### src/hdl/porc4_pkg.sv
package porc4_pkg;

    localparam int unsigned KeyRegs = 3;

    localparam logic [1:0] CFG_KEY_LOW  = 2'd0;
    localparam logic [1:0] CFG_KEY_HIGH = 2'd1;
    localparam logic [1:0] CFG_KEY_MODE = 2'd2;

    localparam logic [31:0] MD5_H0 = 32'h67452301;
    localparam logic [31:0] MD5_H1 = 32'hEFCDAB89;
    localparam logic [31:0] MD5_H2 = 32'h98BADCFE;
    localparam logic [31:0] MD5_H3 = 32'h10325476;

    // md5 start/done handshake between sequencer and hash unit
    typedef struct packed {
        logic start;
        logic done;
    } md5_ctl_t;

    function automatic logic [31:0] md5_k(input logic [5:0] r);
        logic [31:0] k;
        begin
            case (r)
                6'd0:  k = 32'hd76aa478; 6'd1:  k = 32'he8c7b756;
                6'd2:  k = 32'h242070db; 6'd3:  k = 32'hc1bdceee;
                6'd4:  k = 32'hf57c0faf; 6'd5:  k = 32'h4787c62a;
                6'd6:  k = 32'ha8304613; 6'd7:  k = 32'hfd469501;
                6'd8:  k = 32'h698098d8; 6'd9:  k = 32'h8b44f7af;
                6'd10: k = 32'hffff5bb1; 6'd11: k = 32'h895cd7be;
                6'd12: k = 32'h6b901122; 6'd13: k = 32'hfd987193;
                6'd14: k = 32'ha679438e; 6'd15: k = 32'h49b40821;
                6'd16: k = 32'hf61e2562; 6'd17: k = 32'hc040b340;
                6'd18: k = 32'h265e5a51; 6'd19: k = 32'he9b6c7aa;
                6'd20: k = 32'hd62f105d; 6'd21: k = 32'h02441453;
                6'd22: k = 32'hd8a1e681; 6'd23: k = 32'he7d3fbc8;
                6'd24: k = 32'h21e1cde6; 6'd25: k = 32'hc33707d6;
                6'd26: k = 32'hf4d50d87; 6'd27: k = 32'h455a14ed;
                6'd28: k = 32'ha9e3e905; 6'd29: k = 32'hfcefa3f8;
                6'd30: k = 32'h676f02d9; 6'd31: k = 32'h8d2a4c8a;
                6'd32: k = 32'hfffa3942; 6'd33: k = 32'h8771f681;
                6'd34: k = 32'h6d9d6122; 6'd35: k = 32'hfde5380c;
                6'd36: k = 32'ha4beea44; 6'd37: k = 32'h4bdecfa9;
                6'd38: k = 32'hf6bb4b60; 6'd39: k = 32'hbebfbc70;
                6'd40: k = 32'h289b7ec6; 6'd41: k = 32'heaa127fa;
                6'd42: k = 32'hd4ef3085; 6'd43: k = 32'h04881d05;
                6'd44: k = 32'hd9d4d039; 6'd45: k = 32'he6db99e5;
                6'd46: k = 32'h1fa27cf8; 6'd47: k = 32'hc4ac5665;
                6'd48: k = 32'hf4292244; 6'd49: k = 32'h432aff97;
                6'd50: k = 32'hab9423a7; 6'd51: k = 32'hfc93a039;
                6'd52: k = 32'h655b59c3; 6'd53: k = 32'h8f0ccc92;
                6'd54: k = 32'hffeff47d; 6'd55: k = 32'h85845dd1;
                6'd56: k = 32'h6fa87e4f; 6'd57: k = 32'hfe2ce6e0;
                6'd58: k = 32'ha3014314; 6'd59: k = 32'h4e0811a1;
                6'd60: k = 32'hf7537e82; 6'd61: k = 32'hbd3af235;
                6'd62: k = 32'h2ad7d2bb; default: k = 32'heb86d391;
            endcase
            return k;
        end
    endfunction

    function automatic logic [4:0] md5_rot(input logic [5:0] r);
        logic [4:0] s;
        begin
            case ({r[5:4], r[1:0]})
                4'd0:  s = 5'd7;  4'd1:  s = 5'd12; 4'd2:  s = 5'd17; 4'd3:  s = 5'd22;
                4'd4:  s = 5'd5;  4'd5:  s = 5'd9;  4'd6:  s = 5'd14; 4'd7:  s = 5'd20;
                4'd8:  s = 5'd4;  4'd9:  s = 5'd11; 4'd10: s = 5'd16; 4'd11: s = 5'd23;
                4'd12: s = 5'd6;  4'd13: s = 5'd10; 4'd14: s = 5'd15; default: s = 5'd21;
            endcase
            return s;
        end
    endfunction

endpackage

### src/hdl/porc4_md5.sv
// One MD5 round per cycle over a single padded block.
module porc4_md5 import porc4_pkg::*; (
    input  logic         aclk,
    input  logic         aresetn,
    input  logic         start,
    input  logic [511:0] block,
    output logic         done,
    output logic [127:0] digest
);
    logic [31:0] a_reg, b_reg, c_reg, d_reg;
    logic [5:0]  r_reg;
    logic        busy_reg, done_reg;
    logic [31:0] f, t, rot, m_word;
    logic [3:0]  g;
    logic [4:0]  s;
    logic [31:0] h0, h1, h2, h3;

    always_comb begin
        case (r_reg[5:4])
            2'd0: begin f = d_reg ^ (b_reg & (c_reg ^ d_reg)); g = r_reg[3:0]; end
            2'd1: begin
                f = c_reg ^ (d_reg & (b_reg ^ c_reg));
                g = 4'(({r_reg[3:0], 2'b00}) + r_reg[3:0] + 4'd1);
            end
            2'd2: begin
                f = b_reg ^ c_reg ^ d_reg;
                g = 4'(({r_reg[3:0], 1'b0}) + r_reg[3:0] + 4'd5);
            end
            default: begin
                f = c_reg ^ (b_reg | ~d_reg);
                g = 4'(({r_reg[3:0], 3'b000}) - r_reg[3:0]);
            end
        endcase
        m_word = block[{g, 5'd0} +: 32];
        s = md5_rot(r_reg);
        t = f + a_reg + md5_k(r_reg) + m_word;
        rot = (t << s) | (t >> (6'd32 - {1'b0, s}));
        h0 = MD5_H0 + a_reg;
        h1 = MD5_H1 + b_reg;
        h2 = MD5_H2 + c_reg;
        h3 = MD5_H3 + d_reg;
    end

    assign digest = {h3, h2, h1, h0};
    assign done   = done_reg;

    always_ff @(posedge aclk) begin
        if (!aresetn) begin
            busy_reg <= 1'b0;
            done_reg <= 1'b0;
            r_reg    <= '0;
        end else begin
            done_reg <= 1'b0;
            if (start) begin
                busy_reg <= 1'b1;
                r_reg    <= '0;
                a_reg <= MD5_H0; b_reg <= MD5_H1; c_reg <= MD5_H2; d_reg <= MD5_H3;
            end else if (busy_reg) begin
                a_reg <= d_reg; d_reg <= c_reg; c_reg <= b_reg;
                b_reg <= b_reg + rot;
                r_reg <= r_reg + 6'd1;
                if (r_reg == 6'd63) begin
                    busy_reg <= 1'b0;
                    done_reg <= 1'b1;
                end
            end
        end
    end
endmodule

### src/hdl/pdf_object_rc4_decrypt.sv
// Per-object RC4 cipher for PDF string and stream bytes. Each request is one
// byte and yields one byte. A request with first_of_object set (and
// pass_through clear) derives the object key: base key, object and
// generation bytes go through one MD5 block (one round per cycle in the hash
// unit), then the key schedule fills the 256-entry S-box and permutes it
// (256 swaps, each as read S[k], read S[j], write S[k], write S[j], limited
// by the single-port S-box RAM), all before the byte itself.
// A keyed byte steps through S-box access in order (read i, read j, write i,
// write j, read output entry, capture it); a pass-through or not-yet-keyed
// byte goes straight to the output register. The new j is formed from the
// registered read data and drives the RAM address in the same cycle, so the
// swap reads the right entry.
// The block is not ready while a request is in work or its result waits on
// m_ready. Key registers are sampled only when an object starts.
module pdf_object_rc4_decrypt import porc4_pkg::*; (
    input  logic        aclk,
    input  logic        aresetn,
    input  logic        cfg_we,
    input  logic [1:0]  cfg_index,
    input  logic [63:0] cfg_data,
    input  logic        s_valid,
    output logic        s_ready,
    input  logic [7:0]  s_data_byte,
    input  logic        s_first_of_object,
    input  logic [23:0] s_object_number,
    input  logic [15:0] s_generation_number,
    input  logic        s_pass_through,
    output logic        m_valid,
    input  logic        m_ready,
    output logic [7:0]  m_out_byte
);
    localparam logic [3:0] ST_IDLE  = 4'd0;
    localparam logic [3:0] ST_HASH  = 4'd1;
    localparam logic [3:0] ST_FILL  = 4'd2;
    localparam logic [3:0] ST_KRD   = 4'd3;  // read S[k]
    localparam logic [3:0] ST_KRJ   = 4'd4;  // read S[j]
    localparam logic [3:0] ST_KWR   = 4'd5;  // write S[k] with S[j]; old S[k] into S[j] next
    localparam logic [3:0] ST_KWJ   = 4'd6;
    localparam logic [3:0] ST_BRI   = 4'd7;  // byte: read S[i]
    localparam logic [3:0] ST_BRJ   = 4'd8;
    localparam logic [3:0] ST_BWI   = 4'd9;
    localparam logic [3:0] ST_BWJ   = 4'd10;
    localparam logic [3:0] ST_BOUT  = 4'd11;
    localparam logic [3:0] ST_BDAT  = 4'd12;
    localparam logic [3:0] ST_HOLD  = 4'd13;

    logic [63:0]  key_low_reg, key_high_reg;
    logic         key_mode_reg;
    logic [3:0]   state_reg;
    logic [7:0]   data_reg;
    logic [7:0]   out_reg;
    logic [7:0]   i_reg, j_reg, k_reg;
    logic [7:0]   ti_reg, tj_reg;
    logic [3:0]   kidx_reg;
    logic         keyed_reg;
    logic         mode_now_reg;
    logic [511:0] block_reg;
    logic [127:0] digest, digest_reg;
    md5_ctl_t     md5_ctl;

    // single-port S-box RAM, registered read
    logic [7:0] sbox [256];
    logic [7:0] ram_addr, ram_wdata, ram_rdata;
    logic       ram_we;

    always_ff @(posedge aclk) begin
        if (ram_we) sbox[ram_addr] <= ram_wdata;
        ram_rdata <= sbox[ram_addr];
    end

    porc4_md5 u_md5 (
        .aclk    (aclk),
        .aresetn (aresetn),
        .start   (md5_ctl.start),
        .block   (block_reg),
        .done    (md5_ctl.done),
        .digest  (digest)
    );

    assign s_ready    = (state_reg == ST_IDLE);
    assign m_valid    = (state_reg == ST_HOLD);
    assign m_out_byte = out_reg;
    assign md5_ctl.start = (state_reg == ST_IDLE) && s_valid && !s_pass_through
                           && s_first_of_object;

    // padded message block built at object start
    logic [511:0] blk;
    always_comb begin
        blk = '0;
        if (key_mode_reg) begin
            blk[127:0]   = {key_high_reg, key_low_reg};
            blk[151:128] = s_object_number;
            blk[167:152] = s_generation_number;
            blk[175:168] = 8'h80;
            blk[455:448] = 8'd168;
        end else begin
            blk[39:0]    = key_low_reg[39:0];
            blk[63:40]   = s_object_number;
            blk[79:64]   = s_generation_number;
            blk[87:80]   = 8'h80;
            blk[455:448] = 8'd80;
        end
    end

    logic [7:0] key_byte;
    assign key_byte = digest_reg[{kidx_reg, 3'd0} +: 8];

    // next j: S[k] or S[i] just read, plus key byte during the key schedule
    logic [7:0] j_step;
    always_comb begin
        j_step = j_reg + ram_rdata + ((state_reg == ST_KRJ) ? key_byte : 8'd0);
    end

    // RAM port control
    always_comb begin
        ram_we    = 1'b0;
        ram_addr  = k_reg;
        ram_wdata = '0;
        unique case (state_reg)
            ST_FILL: begin ram_we = 1'b1; ram_addr = k_reg; ram_wdata = k_reg; end
            ST_KRD:  ram_addr = k_reg;
            ST_KRJ:  ram_addr = j_step;
            ST_KWR:  begin ram_we = 1'b1; ram_addr = k_reg; ram_wdata = ram_rdata; end
            ST_KWJ:  begin ram_we = 1'b1; ram_addr = j_reg; ram_wdata = ti_reg; end
            ST_BRI:  ram_addr = i_reg;
            ST_BRJ:  ram_addr = j_step;
            ST_BWI:  begin ram_we = 1'b1; ram_addr = i_reg; ram_wdata = ram_rdata; end
            ST_BWJ:  begin ram_we = 1'b1; ram_addr = j_reg; ram_wdata = ti_reg; end
            ST_BOUT: ram_addr = 8'(ti_reg + tj_reg);
            default: ram_addr = k_reg;
        endcase
    end

    always_ff @(posedge aclk) begin
        if (!aresetn) begin
            key_low_reg  <= '0;
            key_high_reg <= '0;
            key_mode_reg <= 1'b0;
        end else if (cfg_we) begin
            case (cfg_index)
                CFG_KEY_LOW:  key_low_reg  <= cfg_data;
                CFG_KEY_HIGH: key_high_reg <= cfg_data;
                CFG_KEY_MODE: key_mode_reg <= cfg_data[0];
                default: ;
            endcase
        end
    end

    always_ff @(posedge aclk) begin
        if (!aresetn) begin
            state_reg <= ST_IDLE;
            keyed_reg <= 1'b0;
            i_reg     <= '0;
            j_reg     <= '0;
            k_reg     <= '0;
            kidx_reg  <= '0;
        end else begin
            unique case (state_reg)
                ST_IDLE: if (s_valid) begin
                    data_reg <= s_data_byte;
                    if (s_pass_through || (!s_first_of_object && !keyed_reg)) begin
                        out_reg   <= s_data_byte;
                        state_reg <= ST_HOLD;
                    end else if (s_first_of_object) begin
                        block_reg    <= blk;
                        mode_now_reg <= key_mode_reg;
                        state_reg    <= ST_HASH;
                    end else begin
                        i_reg     <= i_reg + 8'd1;
                        state_reg <= ST_BRI;
                    end
                end
                ST_HASH: if (md5_ctl.done) begin
                    digest_reg <= digest;
                    k_reg      <= '0;
                    state_reg  <= ST_FILL;
                end
                ST_FILL: begin
                    k_reg <= k_reg + 8'd1;
                    if (k_reg == 8'd255) begin
                        j_reg     <= '0;
                        kidx_reg  <= '0;
                        state_reg <= ST_KRD;
                    end
                end
                ST_KRD: state_reg <= ST_KRJ;
                ST_KRJ: begin
                    // ram_rdata = S[k]; new j addresses the RAM this cycle
                    ti_reg    <= ram_rdata;
                    j_reg     <= j_step;
                    kidx_reg  <= ((mode_now_reg && kidx_reg == 4'd15) ||
                                  (!mode_now_reg && kidx_reg == 4'd9)) ? 4'd0 : kidx_reg + 4'd1;
                    state_reg <= ST_KWR;
                end
                ST_KWR: state_reg <= ST_KWJ;
                ST_KWJ: begin
                    k_reg <= k_reg + 8'd1;
                    if (k_reg == 8'd255) begin
                        keyed_reg <= 1'b1;
                        i_reg     <= 8'd1;
                        j_reg     <= '0;
                        state_reg <= ST_BRI;
                    end else begin
                        state_reg <= ST_KRD;
                    end
                end
                ST_BRI: state_reg <= ST_BRJ;
                ST_BRJ: begin
                    ti_reg    <= ram_rdata;
                    j_reg     <= j_step;
                    state_reg <= ST_BWI;
                end
                ST_BWI: begin
                    tj_reg    <= ram_rdata;  // old S[j], now S[i]
                    state_reg <= ST_BWJ;
                end
                ST_BWJ: state_reg <= ST_BOUT;
                ST_BOUT: state_reg <= ST_BDAT;
                ST_BDAT: begin
                    out_reg   <= data_reg ^ ram_rdata;
                    state_reg <= ST_HOLD;
                end
                ST_HOLD: if (m_ready) state_reg <= ST_IDLE;
                default: state_reg <= ST_IDLE;
            endcase
        end
    end

    // Hash start only from idle with an object start.
    assert property (@(posedge aclk) disable iff (!aresetn)
        md5_ctl.start |-> s_ready && s_first_of_object) else $error("md5 start");
    // Results only come after leaving idle.
    assert property (@(posedge aclk) disable iff (!aresetn)
        $rose(m_valid) |-> $past(state_reg) != ST_HOLD) else $error("m_valid rise");
    // Hash done only while waiting on it.
    assert property (@(posedge aclk) disable iff (!aresetn)
        md5_ctl.done |-> state_reg == ST_HASH) else $error("md5 done");
    // Byte cipher never runs unkeyed.
    assert property (@(posedge aclk) disable iff (!aresetn)
        state_reg == ST_BOUT |-> keyed_reg) else $error("unkeyed");
endmodule

### config.mk
export PLATFORM = sky130hd
export DESIGN_NAME = pdf_object_rc4_decrypt
export DESIGN_NICKNAME = d
export VERILOG_FILES = /design/src/hdl/porc4_pkg.sv /design/src/hdl/porc4_md5.sv /design/src/hdl/pdf_object_rc4_decrypt.sv
export SDC_FILE = /design/constraint.sdc
export NUM_CORES = 2
export LEC_CHECK = 0
export BUFFER_PORTS_ARGS = -buffer_cell sky130_fd_sc_hd__buf_2
export CORE_ASPECT_RATIO = 1.5
export CORE_UTILIZATION = 50
export DETAILED_ROUTE_END_ITERATION = 8
export PLACE_DENSITY_LB_ADDON = 0.3
export SYNTH_ARGS = -nofsm -noshare
export SYNTH_HDL_FRONTEND = slang
export SYNTH_MEMORY_MAX_BITS = 65536
export SYNTH_SLANG_ARGS = --single-unit
### constraint.sdc
create_clock -name aclk -period 24.8 [get_ports aclk]
set_input_delay 4.96 -clock aclk [delete_from_list [all_inputs] [get_ports aclk]]
set_output_delay 4.96 -clock aclk [all_outputs]
set_load 0.02 [all_outputs]
# --- After elaboration in Yosys (flattened, before gate mapping) ---
# Memory sizes are Yosys's and may differ from the RTL's. A register that Yosys moved wholly into a read port is not among the register bits.
# Cells that the tools add are included.
# W data, S select, Z words.
word_totals:
  in_bits: 121
  ramBits: 2048
  rom_bits: 2128
  n_memories: 3
  elab_cells: 188
  ff_bits: 643
  output_inout_bits: 10
mem_list:
  columns: ["name", "words", "width", "rd", "rd_ports_with_merged_regs", "write_ports", "line", "source"]
  rows:
  - ["(name not given)", 64, 32, 1, 1, 0, "porc4_pkg.sv:23", "case (r)"]
  - ["sbox", 256, 8, 1, 1, 1, "pdf_object_rc4_decrypt.sv:62", "logic [7:0] sbox [256];"]
  - ["(name not given)", 16, 5, 1, 1, 0, "porc4_pkg.sv:64", "case ({r[5:4], r[1:0]})"]
op_classes:
  reduce_logical: 45
  shift: 4
  n_eq_ne: 30
  n_addsub: 21
  n_mux: 46
  bitwise_logic: 15
ops:
  columns: ["cell", "count"]
  rows:
  - ["$shiftx A512 B10 Y32", 1]
  - ["$xor A32 B32 Y32", 6]
  - ["$add A32 B32 Y32", 4]
  - ["$mux W32", 4]
  - ["$shiftx A128 B8 Y8", 1]
  - ["$pmux W32 S3", 1]
  - ["$mux W88", 1]
  - ["$mux W8", 10]
  - ["$mux W80", 1]
  - ["$add A32 B32 Y32 const A", 2]
  - ["$and A32 B32 Y32", 2]
  - ["$or A32 B32 Y32", 2]
  - ["$pmux W8 S2", 4]
  - ["$pmux W4 S14", 1]
  - ["$mux W4", 9]
  - ["$add A29 B32 Y32 const A", 1]
  - ["$add A31 B32 Y32 const A", 1]
  - ["$eq A4 B4 Y1 const B", 8]
  - ["$not A32 Y32", 1]
  - ["$pmux W8 S4", 1]
  - ["$shl A32 B5 Y32", 1]
  - ["$shr A32 B6 Y32", 1]
  - ["$add A8 B8 Y8", 3]
  - ["$pmux W8 S3", 1]
  - ["other kinds (36)", 94]

# --- Depth between registers and ports, before layout ---
logic_depth:
  depth_word: 11
  mapped_depth: 43
  mapped_depth_nobuf: 39

# --- Cells and area by module ---
# From an unflattened synthesis, not the netlist that was laid out.
hier_totals:
  cells_unflattened: 10920
  area_unflattened_um2: 128186.7
modules_own_cells:
  columns: ["mod", "area_each_um2", "instances", "seq_area_each_um2", "cells_each"]
  rows:
  - ["pdf_object_rc4_decrypt", 102300.6, 1, 74811.8, 7252]
  - ["porc4_md5", 25886.1, 1, 4744.6, 3668]

# --- Least setup slack after synthesis ---
# Ideal clock, no wire load.
synth_path:
  kind: "input to register"
  from: "input s_first_of_object"
  to: "register u_md5.a_reg[0] (enable)"
  required_ps: 23990
  arrival_ps: 14945
  slack_ps: 9045
  setup_time_ps: 810
  stages: 5
  n_path_buf: 2
  cell_sequence: "nor2b_1 nand3_1 clkbuf_1 clkbuf_1 a21boi_0"
synth_via:
  elab_chain_cells: 3
synth_rtl:
  columns: ["item", "line", "source"]
  rows:
  - ["start, declared", "pdf_object_rc4_decrypt.sv:24", "input logic s_first_of_object,"]
  - ["$logic_and A1 B1 Y1", "pdf_object_rc4_decrypt.sv:84", "&& s_first_of_object;"]
  - ["$reduce_bool A2 Y1 (no line)", null, null]
  - ["$reduce_and A2 Y1 (no line)", null, null]
  - ["end signal, assigned", "porc4_md5.sv:59", "a_reg <= d_reg; d_reg <= c_reg; c_reg <= b_reg;"]
  - ["end, declared", "porc4_md5.sv:10", "logic [31:0] a_reg, b_reg, c_reg, d_reg;"]
# Every way passes these cells.
# A chain may end at the register's enable or synchronous reset.

# --- Worst setup path in the final report ---
layout_path:
  from: "register u_md5.r_reg[0]"
  to: "register u_md5.b_reg[30] (data pin)"
layout_via:
  elab_chain_cells: 9
  word_cells_on_any_way: 13
  classes_between: "add/sub (7); shift (3); mux (2); bitwise (1)"
layout_rtl:
  columns: ["item", "line", "source"]
  rows:
  - ["start, declared", "porc4_md5.sv:11", "logic [5:0] r_reg;"]
  - ["start signal, assigned", "porc4_md5.sv:61", "r_reg <= r_reg + 6'd1;"]
  - ["$add A4 B4 Y4, on equally long branches", "porc4_md5.sv:27, porc4_md5.sv:23", null]
  - ["$add A4 B3 Y4 or $add A4 B1 Y4 (tied branches)", "porc4_md5.sv:27, porc4_md5.sv:23", null]
  - ["$pmux W4 S3 (*)", "porc4_md5.sv:19", "case (r_reg[5:4])"]
  - ["$shiftx A512 B10 Y32 (*)", "porc4_md5.sv:34", "m_word = block[{g, 5'd0} +: 32];"]
  - ["$add A32 B32 Y32 (*)", "porc4_md5.sv:36", "t = f + a_reg + md5_k(r_reg) + m_word;"]
  - ["$shr A32 B6 Y32 or $shl A32 B5 Y32 (tied branches)", "porc4_md5.sv:37", "rot = (t << s) | (t >> (6'd32 - {1'b0, s}));"]
  - ["$or A32 B32 Y32 (*)", "porc4_md5.sv:37", null]
  - ["$add A32 B32 Y32 (*)", "porc4_md5.sv:60", "b_reg <= b_reg + rot;"]
  - ["$mux W32 (*)", "porc4_md5.sv:58", "end else if (busy_reg) begin"]
  - ["end signal, assigned", "porc4_md5.sv:60", null]
  - ["end, declared", "porc4_md5.sv:10", null]
# Every way passes the cells marked *; elsewhere a longest branch is shown, timed or not. The select of a mux whose other input is x is not followed.

==> metrics.txt <==
Fin Setup TNS 0 ns; Post-Synth Adder-Cell Area 0.0230; fin nets between 10000 and 15000; largest area contributor in the netlist edfxtp_1; largest net degree at the start of global routing 199; post-CTS sizing 0; Avg Cell Area, Syn between 10 and 15 um^2; DRC Markers 0; Synth Area in Compound Gates 0.0941; drt initial violations between 10000 and 15000; pre-CTS setup slack 13.07 ns; IO buf count 130; share of layout cells above drive strength 1 0.0894; Post-Syn Area 126000 um^2; Critical Path AT 12.39 ns; CP dominant cell by count a21oi_1; All-Layer GR Usage 0.315; CP delay by family, top compound AO/OA/AOI/OAI gates; root buffer cell clkbuf_16; Critical-path top delay cell a2111oi_1; Clock Skews ~0.094 ns; Clock Pin Slew Worst Setup and Hold Paths 0.08 ns; Hold Path Depth 0; Power Dens Cells 147 nW/um^2; Final min period 11.81 ns; CP startpoint kind register; Buffers & Inverters on Critical Path 3; area of the multi-input gates between 40000 and 50000 um^2; FF+latch area 79600 um^2; final hold violation count 0; Filler cells ~21000; Yosys top cell area share 0.597; Routed Antenna Nets 0; setup ws final 12.99 ns; Post-CTS Setup Bufs 0; number of global-route vias before repair 86795; worst slew pin tran roughly 1.5 ns; Crit path largest cell delay 0.86 ns; Synth Warn # 0; main combinational cell family by area after synthesis simple AND/OR/NAND/NOR gates; Die H approximately 620 um; Die ar. 254000 um^2; Max IR drop VDD 0.000168 V; Worst-Skew Late Latency 0.87 ns; Area growth, synth to finish 9.25%; status finished with violations; CTS tree built; hold_buf cts 0; number of slew-limit violations in the final report 2; Slew Limit Headroom -0.0150; Remaining Overflow, GRT 0; Yosys reg bits 2721; Seq/Total Area, Yosys 0.632; Worst EP required approximately 25 ns; drt wl/cell 28.8 um; max reg flops 2048; dpl hpwl 267 mm; ys async rst share 0; post-synthesis xor/xnor area fraction 0.0175; top post-synthesis cells by area edfxtp_1 (60%), nand2_1 (7.8%), dfxtp_1 (3.4%), nand3_1 (2.6%), mux4_2 (2.1%); Final GP Congestion about 1.0; row cnt 225; Reg2Reg Depth 37; Tcrit/Tclk final 0.476; CTS buffer count 266; Die W roughly 410 um; RSZ-0062 raised after global routing no; Main synth FF type edfxtp_1; Distinct cells, synth about 100; Vias/cell 6.33; Post-synth EDFFs 2506; Core Footprint roughly 250000 um^2; antenna violations before repair 14; Pleak 48.0 nW; Mapped Cells 10897; clock buffer depth 4; via count around 90000; drt first pass iters 7; clk sinks 2721; proportion of synthesized area in mux cells 0.0347; final wirelength 409 mm; max frequency 84.7 MHz; WP depth 37; syn_nets 11199; max-cap check violation count 1; Crit Path Class register to register; H-tree Lvls 5; Critical Path End Type register; Max FO, Critical Path 33; Initial Utilization 0.503; first-pass GRT wire length 590 mm; Hold Path Class register to register; failing checks max-capacitance violations, max-slew violations; Simple-Gate Fraction of Synth Area 0.165; Top-Level Pins 131; # setup viols final 0
per-stage QoR:
step	cells	util	power (mW)	instance area, um^2	hold slack (ns)
after floorplan	10897	-	12.5	126000	0.408
after global placement	13729	0.516	16.0	129000	0.411
after detailed placement	13729	0.516	16.1	129000	0.415
after CTS	14191	0.549	20.1	138000	0.421
after global routing	14207	0.549	21.1	138000	0.434
final	14215	0.549	20.3	138000	0.423
kinds of logic (layout without fill, tap and decap cells):
family | Yosys count | count (layout)
simple gates | 4749 | 4749
mux | 283 | 283
buf+inv | 1007 | 1010
flops | 2721 | 2721
other cells | 0 | 24
xor+xnor | 249 | 249
fa+ha+maj | 189 | 189
compound gates | 1699 | 1699
report_power, final:
| part | leakage [nW] | internal, mW | switching [mW] |
|---|---|---|---|
| registers | 24.9 | 5.46 | 0.178 |
| clock network | 4.06 | 2.24 | 1.74 |
| logic | 19.0 | 3.20 | 7.45 |
final timing paths:
| kind | startpoint | endpoint | slack [ns] |
|---|---|---|---|
| worst max-delay path | u_md5.r_reg[0]$_SDFFE_PP0P_ | u_md5.b_reg[30]$_SDFFCE_PP1P_ | 12.99 |
| worst min-delay path | key_low_reg[30]$_SDFFE_PN0P_ | block_reg[30]$_DFFE_PP_ | 0.42 |
| worst max register to register | u_md5.r_reg[0]$_SDFFE_PP0P_ | u_md5.b_reg[30]$_SDFFCE_PP1P_ | 12.99 |
| worst min register to register | key_low_reg[30]$_SDFFE_PN0P_ | block_reg[30]$_DFFE_PP_ | 0.42 |
per-layer routing:
| layer | track usage | part of all wire |
|---|---|---|
| met1 | 0.358 | 0.34 |
| met2 | 0.529 | 0.49 |
| met3 | 0.0463 | 0.076 |
| met4 | 0.253 | 0.093 |
| met5 | 0 | 0.00011 |
placed cells by master, fill, tap and decap left out, types with 161 or more instances in the layout:
cell,instances
a31oi_1,161
buf_4,195
clkbuf_16,272
and3_1,236
dfxtp_1,209
nor2_1,619
o21ai_0,230
edfxtp_1,2506
nand2_1,2601
inv_1,199
nand3_1,650
a311oi_1,257
nor3_1,181
a21oi_1,337
synth_stat cells, types with 103 or more instances:
cell / number
a21boi_0: 144
a21oi_1: 338
a311oi_1: 257
a31oi_1: 161
and2_1: 157
and3_1: 236
buf_2: 232
clkbuf_1: 409
dfxtp_1: 215
edfxtp_1: 2506
ha_1: 108
inv_1: 199
mux2i_1: 103
mux4_2: 117
nand2_1: 2610
nand3_1: 651
nor2_1: 624
nor3_1: 186
o21ai_0: 230
xnor2_1: 137
xor2_1: 110
layout make-up:
| cell class | count | area share |
|---|---|---|
| antenna | 24 | 0.000436 |
| clock buffer | 335 | 0.0517 |
| clock inverter | 127 | 0.00868 |
| inverter | 209 | 0.00570 |
| multi-input combinational | 7169 | 0.308 |
| sequential | 2721 | 0.578 |
| tap | 3291 | 0.0299 |
| timing repair buffer | 339 | 0.0175 |
No activity file was read; power rests on OpenSTA's default activity.
